`src/rtl/core/fdx_pkg.sv`:
```
// Package with types and constants of the frame deframer with XOR check.
`timescale 1ns / 1ps

package fdx_pkg;

   localparam int unsigned BYTE_WIDTH   = 8;
   localparam int unsigned LEN_WIDTH    = 16;
   localparam int unsigned TDATA_WIDTH  = 56;
   localparam int unsigned TUSER_WIDTH  = 1;
   localparam int unsigned CSR_ADDR_WIDTH = 1;

   localparam logic [BYTE_WIDTH-1:0] FIRST_TAG_RESET  = 8'hAA;
   localparam logic [BYTE_WIDTH-1:0] SECOND_TAG_RESET = 8'hDD;

   localparam logic [CSR_ADDR_WIDTH-1:0] CSR_FIRST_TAG  = 1'b0;
   localparam logic [CSR_ADDR_WIDTH-1:0] CSR_SECOND_TAG = 1'b1;

   typedef enum logic [2:0] {
      PH_TAG1,
      PH_TAG2,
      PH_CMD,
      PH_LENH,
      PH_LENL,
      PH_DATA,
      PH_SUM
   } fdx_phase_type;

   typedef struct packed {
      logic [BYTE_WIDTH-1:0] first_tag;
      logic [BYTE_WIDTH-1:0] second_tag;
   } fdx_tags_type;

   typedef struct packed {
      logic [BYTE_WIDTH-1:0] command;
      logic [LEN_WIDTH-1:0]  frame_length;
      logic                  payload_valid;
      logic [BYTE_WIDTH-1:0] payload_byte;
      logic [LEN_WIDTH-1:0]  payload_index;
      logic                  in_payload;
      logic                  frame_done;
      logic                  check_ok;
   } fdx_result_type;

endpackage

```
`src/rtl/core/fdx_csr.sv`:
```
// Header tag registers written through the plain configuration port.
`timescale 1ns / 1ps

module fdx_csr (
   input  logic                                clock,
   input  logic                                reset,
   input  logic                                csr_we,
   input  logic [fdx_pkg::CSR_ADDR_WIDTH-1:0]  csr_addr,
   input  logic [fdx_pkg::BYTE_WIDTH-1:0]      csr_wdata,
   output fdx_pkg::fdx_tags_type               tags
);

   logic [fdx_pkg::BYTE_WIDTH-1:0] first_tag_ff;
   logic [fdx_pkg::BYTE_WIDTH-1:0] second_tag_ff;

   always_ff @(posedge clock) begin
      if (reset) begin
         first_tag_ff  <= fdx_pkg::FIRST_TAG_RESET;
         second_tag_ff <= fdx_pkg::SECOND_TAG_RESET;
      end else if (csr_we) begin
         unique case (csr_addr)
            fdx_pkg::CSR_FIRST_TAG:  first_tag_ff  <= csr_wdata;
            fdx_pkg::CSR_SECOND_TAG: second_tag_ff <= csr_wdata;
            default: ;
         endcase
      end
   end

   assign tags.first_tag  = first_tag_ff;
   assign tags.second_tag = second_tag_ff;

endmodule

```
`src/rtl/core/fdx_parse.sv`:
```
// Frame parser state and the per-word result logic.
`timescale 1ns / 1ps

module fdx_parse (
   input  logic                            clock,
   input  logic                            reset,
   input  logic                            accept,
   input  logic [fdx_pkg::BYTE_WIDTH-1:0]  rx_byte,
   input  fdx_pkg::fdx_tags_type           tags,
   output fdx_pkg::fdx_result_type         result
);

   fdx_pkg::fdx_phase_type         phase_ff;
   fdx_pkg::fdx_phase_type         phase_in;
   logic [fdx_pkg::BYTE_WIDTH-1:0] xor_ff;
   logic [fdx_pkg::BYTE_WIDTH-1:0] xor_in;
   logic [fdx_pkg::LEN_WIDTH-1:0]  count_ff;
   logic [fdx_pkg::LEN_WIDTH-1:0]  count_in;
   logic [fdx_pkg::LEN_WIDTH-1:0]  length_ff;
   logic [fdx_pkg::LEN_WIDTH-1:0]  length_in;
   logic [fdx_pkg::BYTE_WIDTH-1:0] command_ff;
   logic [fdx_pkg::BYTE_WIDTH-1:0] command_in;
   logic [fdx_pkg::LEN_WIDTH-1:0]  length_full;
   logic [fdx_pkg::LEN_WIDTH-1:0]  count_inc;

   assign length_full = {length_ff[fdx_pkg::BYTE_WIDTH-1:0], rx_byte};
   assign count_inc   = count_ff + 16'd1;

   always_comb begin
      unique case (phase_ff)
         fdx_pkg::PH_TAG2:
            phase_in = (rx_byte == tags.second_tag) ? fdx_pkg::PH_CMD : fdx_pkg::PH_TAG1;
         fdx_pkg::PH_CMD:  phase_in = fdx_pkg::PH_LENH;
         fdx_pkg::PH_LENH: phase_in = fdx_pkg::PH_LENL;
         fdx_pkg::PH_LENL:
            phase_in = (length_full == '0) ? fdx_pkg::PH_SUM : fdx_pkg::PH_DATA;
         fdx_pkg::PH_DATA:
            phase_in = (count_inc == length_ff) ? fdx_pkg::PH_SUM : fdx_pkg::PH_DATA;
         fdx_pkg::PH_SUM:  phase_in = fdx_pkg::PH_TAG1;
         default:
            phase_in = (rx_byte == tags.first_tag) ? fdx_pkg::PH_TAG2 : fdx_pkg::PH_TAG1;
      endcase
   end

   always_comb begin
      xor_in               = xor_ff ^ rx_byte;
      count_in             = count_ff;
      length_in            = length_ff;
      command_in           = command_ff;
      result.payload_valid = 1'b0;
      result.payload_byte  = '0;
      result.payload_index = '0;
      result.frame_done    = 1'b0;
      result.check_ok      = 1'b0;
      unique case (phase_ff)
         fdx_pkg::PH_TAG2: begin
            if (rx_byte != tags.second_tag) begin
               xor_in = '0;
            end
         end
         fdx_pkg::PH_CMD: begin
            command_in = rx_byte;
         end
         fdx_pkg::PH_LENH: begin
            length_in = {{(fdx_pkg::LEN_WIDTH - fdx_pkg::BYTE_WIDTH){1'b0}}, rx_byte};
         end
         fdx_pkg::PH_LENL: begin
            length_in = length_full;
         end
         fdx_pkg::PH_DATA: begin
            result.payload_valid = 1'b1;
            result.payload_byte  = rx_byte;
            result.payload_index = count_ff;
            count_in             = count_inc;
         end
         fdx_pkg::PH_SUM: begin
            result.frame_done = 1'b1;
            result.check_ok   = (xor_ff == rx_byte);
            xor_in            = '0;
         end
         default: begin
            if (rx_byte == tags.first_tag) begin
               xor_in   = rx_byte;
               count_in = '0;
            end else begin
               xor_in = xor_ff;
            end
         end
      endcase
      result.command      = command_in;
      result.frame_length = length_in;
      result.in_payload   = (phase_in == fdx_pkg::PH_DATA);
   end

   always_ff @(posedge clock) begin
      if (reset) begin
         phase_ff   <= fdx_pkg::PH_TAG1;
         xor_ff     <= '0;
         count_ff   <= '0;
         length_ff  <= '0;
         command_ff <= '0;
      end else if (accept) begin
         phase_ff   <= phase_in;
         xor_ff     <= xor_in;
         count_ff   <= count_in;
         length_ff  <= length_in;
         command_ff <= command_in;
      end
   end

endmodule

```
`src/rtl/core/fdx_out.sv`:
```
// Result register that drives the outgoing stream channel.
`timescale 1ns / 1ps

module fdx_out (
   input  logic                              clock,
   input  logic                              reset,
   input  logic                              load,
   input  fdx_pkg::fdx_result_type           result,
   output logic                              can_load,
   output logic                              rsp_tvalid,
   input  logic                              rsp_tready,
   output logic [fdx_pkg::TDATA_WIDTH-1:0]   rsp_tdata,
   output logic [fdx_pkg::TUSER_WIDTH-1:0]   rsp_tuser,
   output logic                              rsp_tlast
);

   logic                    valid_ff;
   fdx_pkg::fdx_result_type data_ff;

   assign can_load = !valid_ff || rsp_tready;

   always_ff @(posedge clock) begin
      if (reset) begin
         valid_ff <= 1'b0;
      end else if (can_load) begin
         valid_ff <= load;
      end
   end

   always_ff @(posedge clock) begin
      if (load) begin
         data_ff <= result;
      end
   end

   assign rsp_tvalid = valid_ff;
   assign rsp_tdata  = {6'b0, data_ff.check_ok, data_ff.in_payload, data_ff.payload_index,
                        data_ff.payload_byte, data_ff.frame_length, data_ff.command};
   assign rsp_tuser  = data_ff.payload_valid;
   assign rsp_tlast  = data_ff.frame_done;

endmodule

```
`src/rtl/core/frame_deframer_xor_check.sv`:
```
// Top level of the byte-stream frame deframer with XOR check byte.
// The result word of an accepted word is registered and appears in the cycle after it is accepted.
// Throughput: one word per cycle while the output is not stalled; the result register alone sets the pace.
// A new word is taken while a result waits, as long as that result leaves in the same cycle.
// Synchronous reset restores both tags, returns the parser to the header hunt
// and clears the XOR, the counters and the valid flag of the result register.
`timescale 1ns / 1ps

module frame_deframer_xor_check (
   input  logic                               clock,
   input  logic                               reset,
   input  logic                               req_tvalid,
   output logic                               req_tready,
   // Fields from bit 0: rx_byte[7:0].
   input  logic [fdx_pkg::BYTE_WIDTH-1:0]     req_tdata,
   output logic                               rsp_tvalid,
   input  logic                               rsp_tready,
   // Fields from bit 0: command[7:0], frame_length[23:8], payload_byte[31:24],
   // payload_index[47:32], in_payload[48], check_ok[49], zero fill[55:50].
   output logic [fdx_pkg::TDATA_WIDTH-1:0]    rsp_tdata,
   // Fields from bit 0: payload_valid[0].
   output logic [fdx_pkg::TUSER_WIDTH-1:0]    rsp_tuser,
   // The frame_done flag.
   output logic                               rsp_tlast,
   input  logic                               csr_we,
   input  logic [fdx_pkg::CSR_ADDR_WIDTH-1:0] csr_addr,
   input  logic [fdx_pkg::BYTE_WIDTH-1:0]     csr_wdata
);

   fdx_pkg::fdx_tags_type   tags;
   fdx_pkg::fdx_result_type result;
   logic                    accept;
   logic                    can_load;

   assign req_tready = can_load;
   assign accept     = req_tvalid && can_load;

   fdx_csr u_csr (
      .clock     (clock),
      .reset     (reset),
      .csr_we    (csr_we),
      .csr_addr  (csr_addr),
      .csr_wdata (csr_wdata),
      .tags      (tags)
   );

   fdx_parse u_parse (
      .clock   (clock),
      .reset   (reset),
      .accept  (accept),
      .rx_byte (req_tdata),
      .tags    (tags),
      .result  (result)
   );

   fdx_out u_out (
      .clock      (clock),
      .reset      (reset),
      .load       (accept),
      .result     (result),
      .can_load   (can_load),
      .rsp_tvalid (rsp_tvalid),
      .rsp_tready (rsp_tready),
      .rsp_tdata  (rsp_tdata),
      .rsp_tuser  (rsp_tuser),
      .rsp_tlast  (rsp_tlast)
   );

endmodule

```
`config.mk`:
```
export PLATFORM = sky130hd
export DESIGN_NAME = frame_deframer_xor_check
export DESIGN_NICKNAME = d
export VERILOG_FILES = /design/src/rtl/core/fdx_pkg.sv /design/src/rtl/core/fdx_csr.sv /design/src/rtl/core/fdx_parse.sv /design/src/rtl/core/fdx_out.sv /design/src/rtl/core/frame_deframer_xor_check.sv
export SDC_FILE = /design/constraint.sdc
export NUM_CORES = 1
export LEC_CHECK = 0
export BUFFER_PORTS_ARGS = -buffer_cell sky130_fd_sc_hd__buf_2
export CORE_MARGIN = 4
export CORE_UTILIZATION = 35
export DETAILED_ROUTE_END_ITERATION = 6
export PLACE_DENSITY_LB_ADDON = 0.1
export SLEW_MARGIN = 20
export SYNTH_ARGS = -nofsm -noshare
export SYNTH_HDL_FRONTEND = slang
export SYNTH_SLANG_ARGS = --single-unit
```
`constraint.sdc`:
```
create_clock -name clock -period 3.6 [get_ports clock]
set_input_delay 0.72 -clock clock [delete_from_list [all_inputs] [get_ports clock]]
set_output_delay 0.72 -clock clock [all_outputs]
set_load 0.05 [all_outputs]
```
# [Word level (Yosys, flattened, before mapping)]
# Cells that the tools add are included.
# W data, S select, Z words.
[op_classes] addsub=1 n_eq_ne=12 n_mux=14 bitwise_logic=3 reduce_logical=12
[op_table] operator="$pmux W16 S2" count=2
[op_table] operator="$mux W25" count=1
[op_table] operator="$eq A8 B8 Y1" count=3
[op_table] operator="$mux W8" count=3
[op_table] operator="$pmux W8 S3" count=1
[op_table] operator="$pmux W3 S6" count=1
[op_table] operator="$add A16 B1 Y16 const B" count=1
[op_table] operator="$eq A16 B16 Y1" count=1
[op_table] operator="$logic_not A16 Y1" count=1
[op_table] operator="$mux W16" count=1
[op_table] operator="$eq A3 B3 Y1 const B" count=4
[op_table] operator="$mux W2" count=4
[op_table] operator="$ne A8 B8 Y1" count=1
[op_table] operator="$xor A8 B8 Y8" count=1
[op_table] operator="$eq A3 B2 Y1 const B" count=2
[op_table] operator="$reduce_and A2 Y1" count=3
[op_table] operator="$reduce_or A5 Y1" count=1
[op_table] operator="$reduce_bool A4 Y1" count=1
[op_table] operator="$reduce_or A4 Y1" count=1
[op_table] operator="$eq A3 B1 Y1 const B" count=1
[op_table] operator="$reduce_and A3 Y1" count=1
[op_table] operator="$not A1 Y1" count=2
[op_table] operator="$reduce_bool A2 Y1" count=1
[op_table] operator="$logic_and A1 B1 Y1" count=1
[op_table] operator="3 further kinds" count=3
[word_totals] regBits=120 out_inout_bits=60

# [Logic depth before layout (Yosys ltp)]
[depth] ltp_word=5 ltp_mapped=10

# [Modules after synthesis]
# A second synthesis with hierarchy kept.
[unflattened] cells_unflattened=573 area_unflattened_um2=5879.4
[by_module_without_submodules] mod="fdx_parse" n_inst=1 cells_each=443 area_each_um2=3545.9
[by_module_without_submodules] mod="fdx_out" n_inst=1 cells_each=63 area_each_um2=1656.6
[by_module_without_submodules] mod="fdx_csr" n_inst=1 cells_each=66 area_each_um2=670.6
[by_module_without_submodules] mod="frame_deframer_xor_check" n_inst=1 cells_each=1 area_each_um2=6.3

# [Least setup slack after synthesis]
# No wires, ideal clock.
[synth_path] path_type="input to register" start="input port rsp_tready" end="register u_out.data_ff (netlist bit u_out.rsp_tdata[0]), enable pin" setup_time_ns=0.436 arrival_ns=3.516 t_required_ns=3.164 slack_ns=-0.352 stages=5 path_buffers=2 path_cell_list="nand2b_1 nand2_1 inv_1 buf_1 buf_1"
[synth_via] elab_chain_len=2
[synth_lines] element="start, declared" line="frame_deframer_xor_check.sv:17" rtl="input logic rsp_tready,"
[synth_lines] element="$logic_or A1 B1 Y1" line="fdx_out.sv:20" rtl="assign can_load = !valid_ff || rsp_tready;"
[synth_lines] element="$logic_and A1 B1 Y1" line="frame_deframer_xor_check.sv:36" rtl="assign accept = req_tvalid && can_load;"
[synth_lines] element="named net accept" line="frame_deframer_xor_check.sv:32" rtl="logic accept;"
[synth_lines] element="end signal, assigned" line="fdx_out.sv:32" rtl="data_ff <= result;"
[synth_lines] element="end, declared" line="fdx_out.sv:18" rtl="fdx_pkg::fdx_result_type data_ff;"
# The timed path passes the listed nets, and every way through them passes these cells.
# A chain may end at the register's enable or synchronous reset.

# [Worst setup path in the final report]
[layout_path] start="register u_parse.count_ff[0] (netlist bit)" end="register u_parse.phase_ff[0]"
[layout_via] elab_chain_len=4
[layout_lines] element="start, declared" line="fdx_parse.sv:17" rtl="logic [fdx_pkg::LEN_WIDTH-1:0] count_ff;"
[layout_lines] element="start signal, assigned" line="fdx_parse.sv:105" rtl="count_ff <= count_in;"
[layout_lines] element="$add A16 B1 Y16" line="fdx_parse.sv:27" rtl="assign count_inc = count_ff + 16'd1;"
[layout_lines] element="$eq A16 B16 Y1" line="fdx_parse.sv:38" rtl="phase_in = (count_inc == length_ff) ? fdx_pkg::PH_SUM : fdx_pkg::PH_DATA;"
[layout_lines] element="$mux W2" line="fdx_parse.sv:38"
[layout_lines] element="$pmux W3 S6" line="fdx_parse.sv:30" rtl="unique case (phase_ff)"
[layout_lines] element="end signal, assigned" line="fdx_parse.sv:97" rtl="phase_ff <= fdx_pkg::PH_TAG1;"
[layout_lines] element="end signal, assigned" line="fdx_parse.sv:103" rtl="phase_ff <= phase_in;"
[layout_lines] element="end, declared" line="fdx_parse.sv:13" rtl="fdx_pkg::fdx_phase_type phase_ff;"
# Every way passes these cells.

==> metrics <==
run status completed; postcts setup bufs 0; area delta synth->final 18.28%; fin crit period 2.647 ns; top-area cell type share of the netlist area 26.97%; initial core utilization roughly 36%; post-synthesis sequential area ratio between 50% and 60%; routed vias/inst 5.156; gr ovfl total 0; unrepaired setup endpoints after global routing false; DR WL/cell 17.03 um; Die Width 136.6 um; Synth Register Bits 120; Diodes inserted 0; async set-reset flop share out of synthesis 0%; internal power 2.665 mW; post-route ant nets 0; initial detailed-routing violation count 202; Slew @ Worst Pin 0.9393 ns; LEAKAGE 2.610 nW; hold_ws 0.4510 ns; combinational share of power 10.8%; htree depth 4; Clk pwr share between 40% and 50%; Primary FF master, synth dfxtp_1; DIE HEIGHT 136.6 um; Crit Path Class flip-flop to flip-flop; cell family with most CP delay simple AND/OR/NAND/NOR gates; CTS Hold Buffers Added 0; clock-pin slew on the worst setup and hold paths 0.06 ns; latest clock arrival within the worst-skew pair roughly 0.41 ns; buffers added on ports 75; dpl cells roughly 850; Setup crit end kind flip-flop; period utilization approximately three quarters; final slew viol count 0; Total Wirelength approximately 15000 um; initial antenna violation count 0; most frequent cells in the layout nand2_1 (81), buf_2 (75), dfxtp_1 (68), edfxtp_1 (52), nor2_1 (49); Setup Skew 0.009349 ns; Post-synth EDFFs 52; Ys Warns 0; Pwr Density about 520 mW/mm2; nets 672; first-pass GRT wire length around 24000 um; post-synth top area cell edfxtp_1; Post-Synthesis Cell Area 0.005791 mm2; Die ar. ~0.019 mm2; worst-path fanout max 11; GP Congestion 0.9044; Sum Neg Setup Slack 0 ns; post-cts gate resize count 0; dpl hpwl a little over 10000 um; Vias 4527; share of cells above drive strength 1 20.85%; leading cell type in the layout, fill and taps excluded nand2_1; Cell Count, Final, Fillers Out 878; synthesized instance count between 500 and 600; VDD IR max around 0.32 mV; Reg power frac 42.7%; drt first pass iters 4; Core Footprint 0.01606 mm2; CP Launch Type flip-flop; maxcap violations 0; HP Class flip-flop to flip-flop; # DRC 0; Synth Area per Inst a little under 10 um2; Num CTS Buffers 17; vias in the first global route 4415; CP Buf/Inv Count 0; Sw Pwr between 0.9 and 1 mW; Tot GR Track Use 16.55%; post-synth cell types 60; CTS Root Cell clkbuf_16; Switching Share 25.35%; top post-synthesis cells by area edfxtp_1 (27%), dfxtp_1 (24%), nand2_1 (5.3%); row cnt 46; CP arrival around 2.9 ns; Slew headroom 37.25%; io pins 82; CP peak stage delay between 0.6 and 0.7 ns; CP most frequent cell nand3_1; Setup-failing EPs final 0; largest net degree at the start of global routing 52; Fin. Hold Viols 0; CTS tree done; clock tree sinks 120; critical path's slowest cell or4_1; CTS max path bufs 2; CP required 3.87 ns; CP cell instances ha_1 -> nand3_1 -> or4_1 -> nand3_1 -> o311ai_1 -> nor4_1 -> o22ai_1; Fmax achieved 377.8 MHz
## sequential cells by signal, summed over array words and instances (netlist names)
register and flops:
u_csr.first_tag_ff 8, u_out.rsp_tuser 1, u_out.rsp_tdata 50, u_parse.length_ff 16
u_parse.command_ff 8, u_out.rsp_tlast 1, u_parse.xor_ff 8, u_out.rsp_tvalid 1
u_parse.phase_ff 3, u_parse.count_ff 16, u_csr.second_tag_ff 8
## layer usage
metal / GRT usage [%] / vias up / routed length, um
met5: 0 / - / 0
met4: 5.935 / 0 / 196
met3: 4.743 / 14 / 594
met2: 27.30 / 93 / 7500
met1: 20.67 / 2204 / 6659
li1: - / 2216 / -
## worst min-delay path, delay by kind of cell (launching register included)
family           cells  cell delay (ns)
AO/OA/AOI/OAI        1             0.05
flip-flops           1             0.30
AND/OR/NAND/NOR      1             0.05
## power groups by stage
stage | Clock, mW | Combinational [mW] | Sequential (mW)
finish | 1.66 | 0.385 | 1.52
global route | 1.77 | 0.415 | 1.53
CTS | 1.71 | 0.390 | 1.52
detailed placement | 0 | 0.389 | 1.55
global placement | 0 | 0.387 | 1.55
floorplan | 0 | 0.191 | 1.66
## worst paths after layout
check,startpoint,end,slack [ns],cells after the start
setup / recovery,u_parse.count_ff[0],u_parse.phase_ff[0],0.95,7
hold / removal,u_parse.command_ff[5],u_parse.command_ff[5],0.45,2
setup reg to reg,u_parse.count_ff[0],u_parse.phase_ff[0],0.95,7
hold reg to reg,u_parse.command_ff[5],u_parse.command_ff[5],0.45,2
## logic make-up after synthesis
kind of cell | count (synthesis) | synth area share [%]
AO/OA/AOI/OAI | 107 | 12.21
other | 1 | 0.06476
AND/OR/NAND/NOR | 246 | 21.93
multiplexers | 17 | 3.284
XOR/XNOR | 45 | 6.806
buffers and inverters | 61 | 5.013
adder cells (fa/ha/maj) | 1 | 0.2160
flip-flops | 120 | 50.48
## stage by stage
stage | util (%) | setup WS, ns | cell area, um2 | power [mW]
2_1_floorplan | - | 0.3833 | 5817 | 1.847
3_3_place_gp | 38.96 | 0.9052 | 6256 | 1.938
3_5_place_dp | 38.96 | 0.8391 | 6256 | 1.942
4_1_cts | 42.65 | 0.9568 | 6849 | 3.624
5_1_grt | 42.65 | 0.7337 | 6849 | 3.718
6_report | 42.65 | 0.9529 | 6849 | 3.570
## layout make-up
cell class	instances	area, um2
flip-flops and latches	120	2923
clock inverters	4	22.52
repair buffers	83	447.9
inverters	5	18.77
well taps	216	270.3
fillers	1600	9209
clock buffers	28	570.5
multi-input cells	422	2596
## synth_stat cells, drive strengths merged, types with 2 or more instances
master / number
or3: 4
nand3b: 6
nor4: 13
and3: 10
dfxtp: 68
inv: 5
xor2: 18
nand2: 81
edfxtp: 52
o22ai: 9
nor3b: 2
a311oi: 5
a211o: 7
or4: 5
nand3: 14
and4: 2
nand2b: 4
nand4: 9
nor3: 15
nor2b: 4
nor2: 50
a32o: 8
and2: 24
a22o: 8
a21oi: 42
clkbuf: 18
buf: 38
xnor2: 27
mux2: 16
o21ai: 15
No activity file was read; power rests on OpenSTA's default activity.
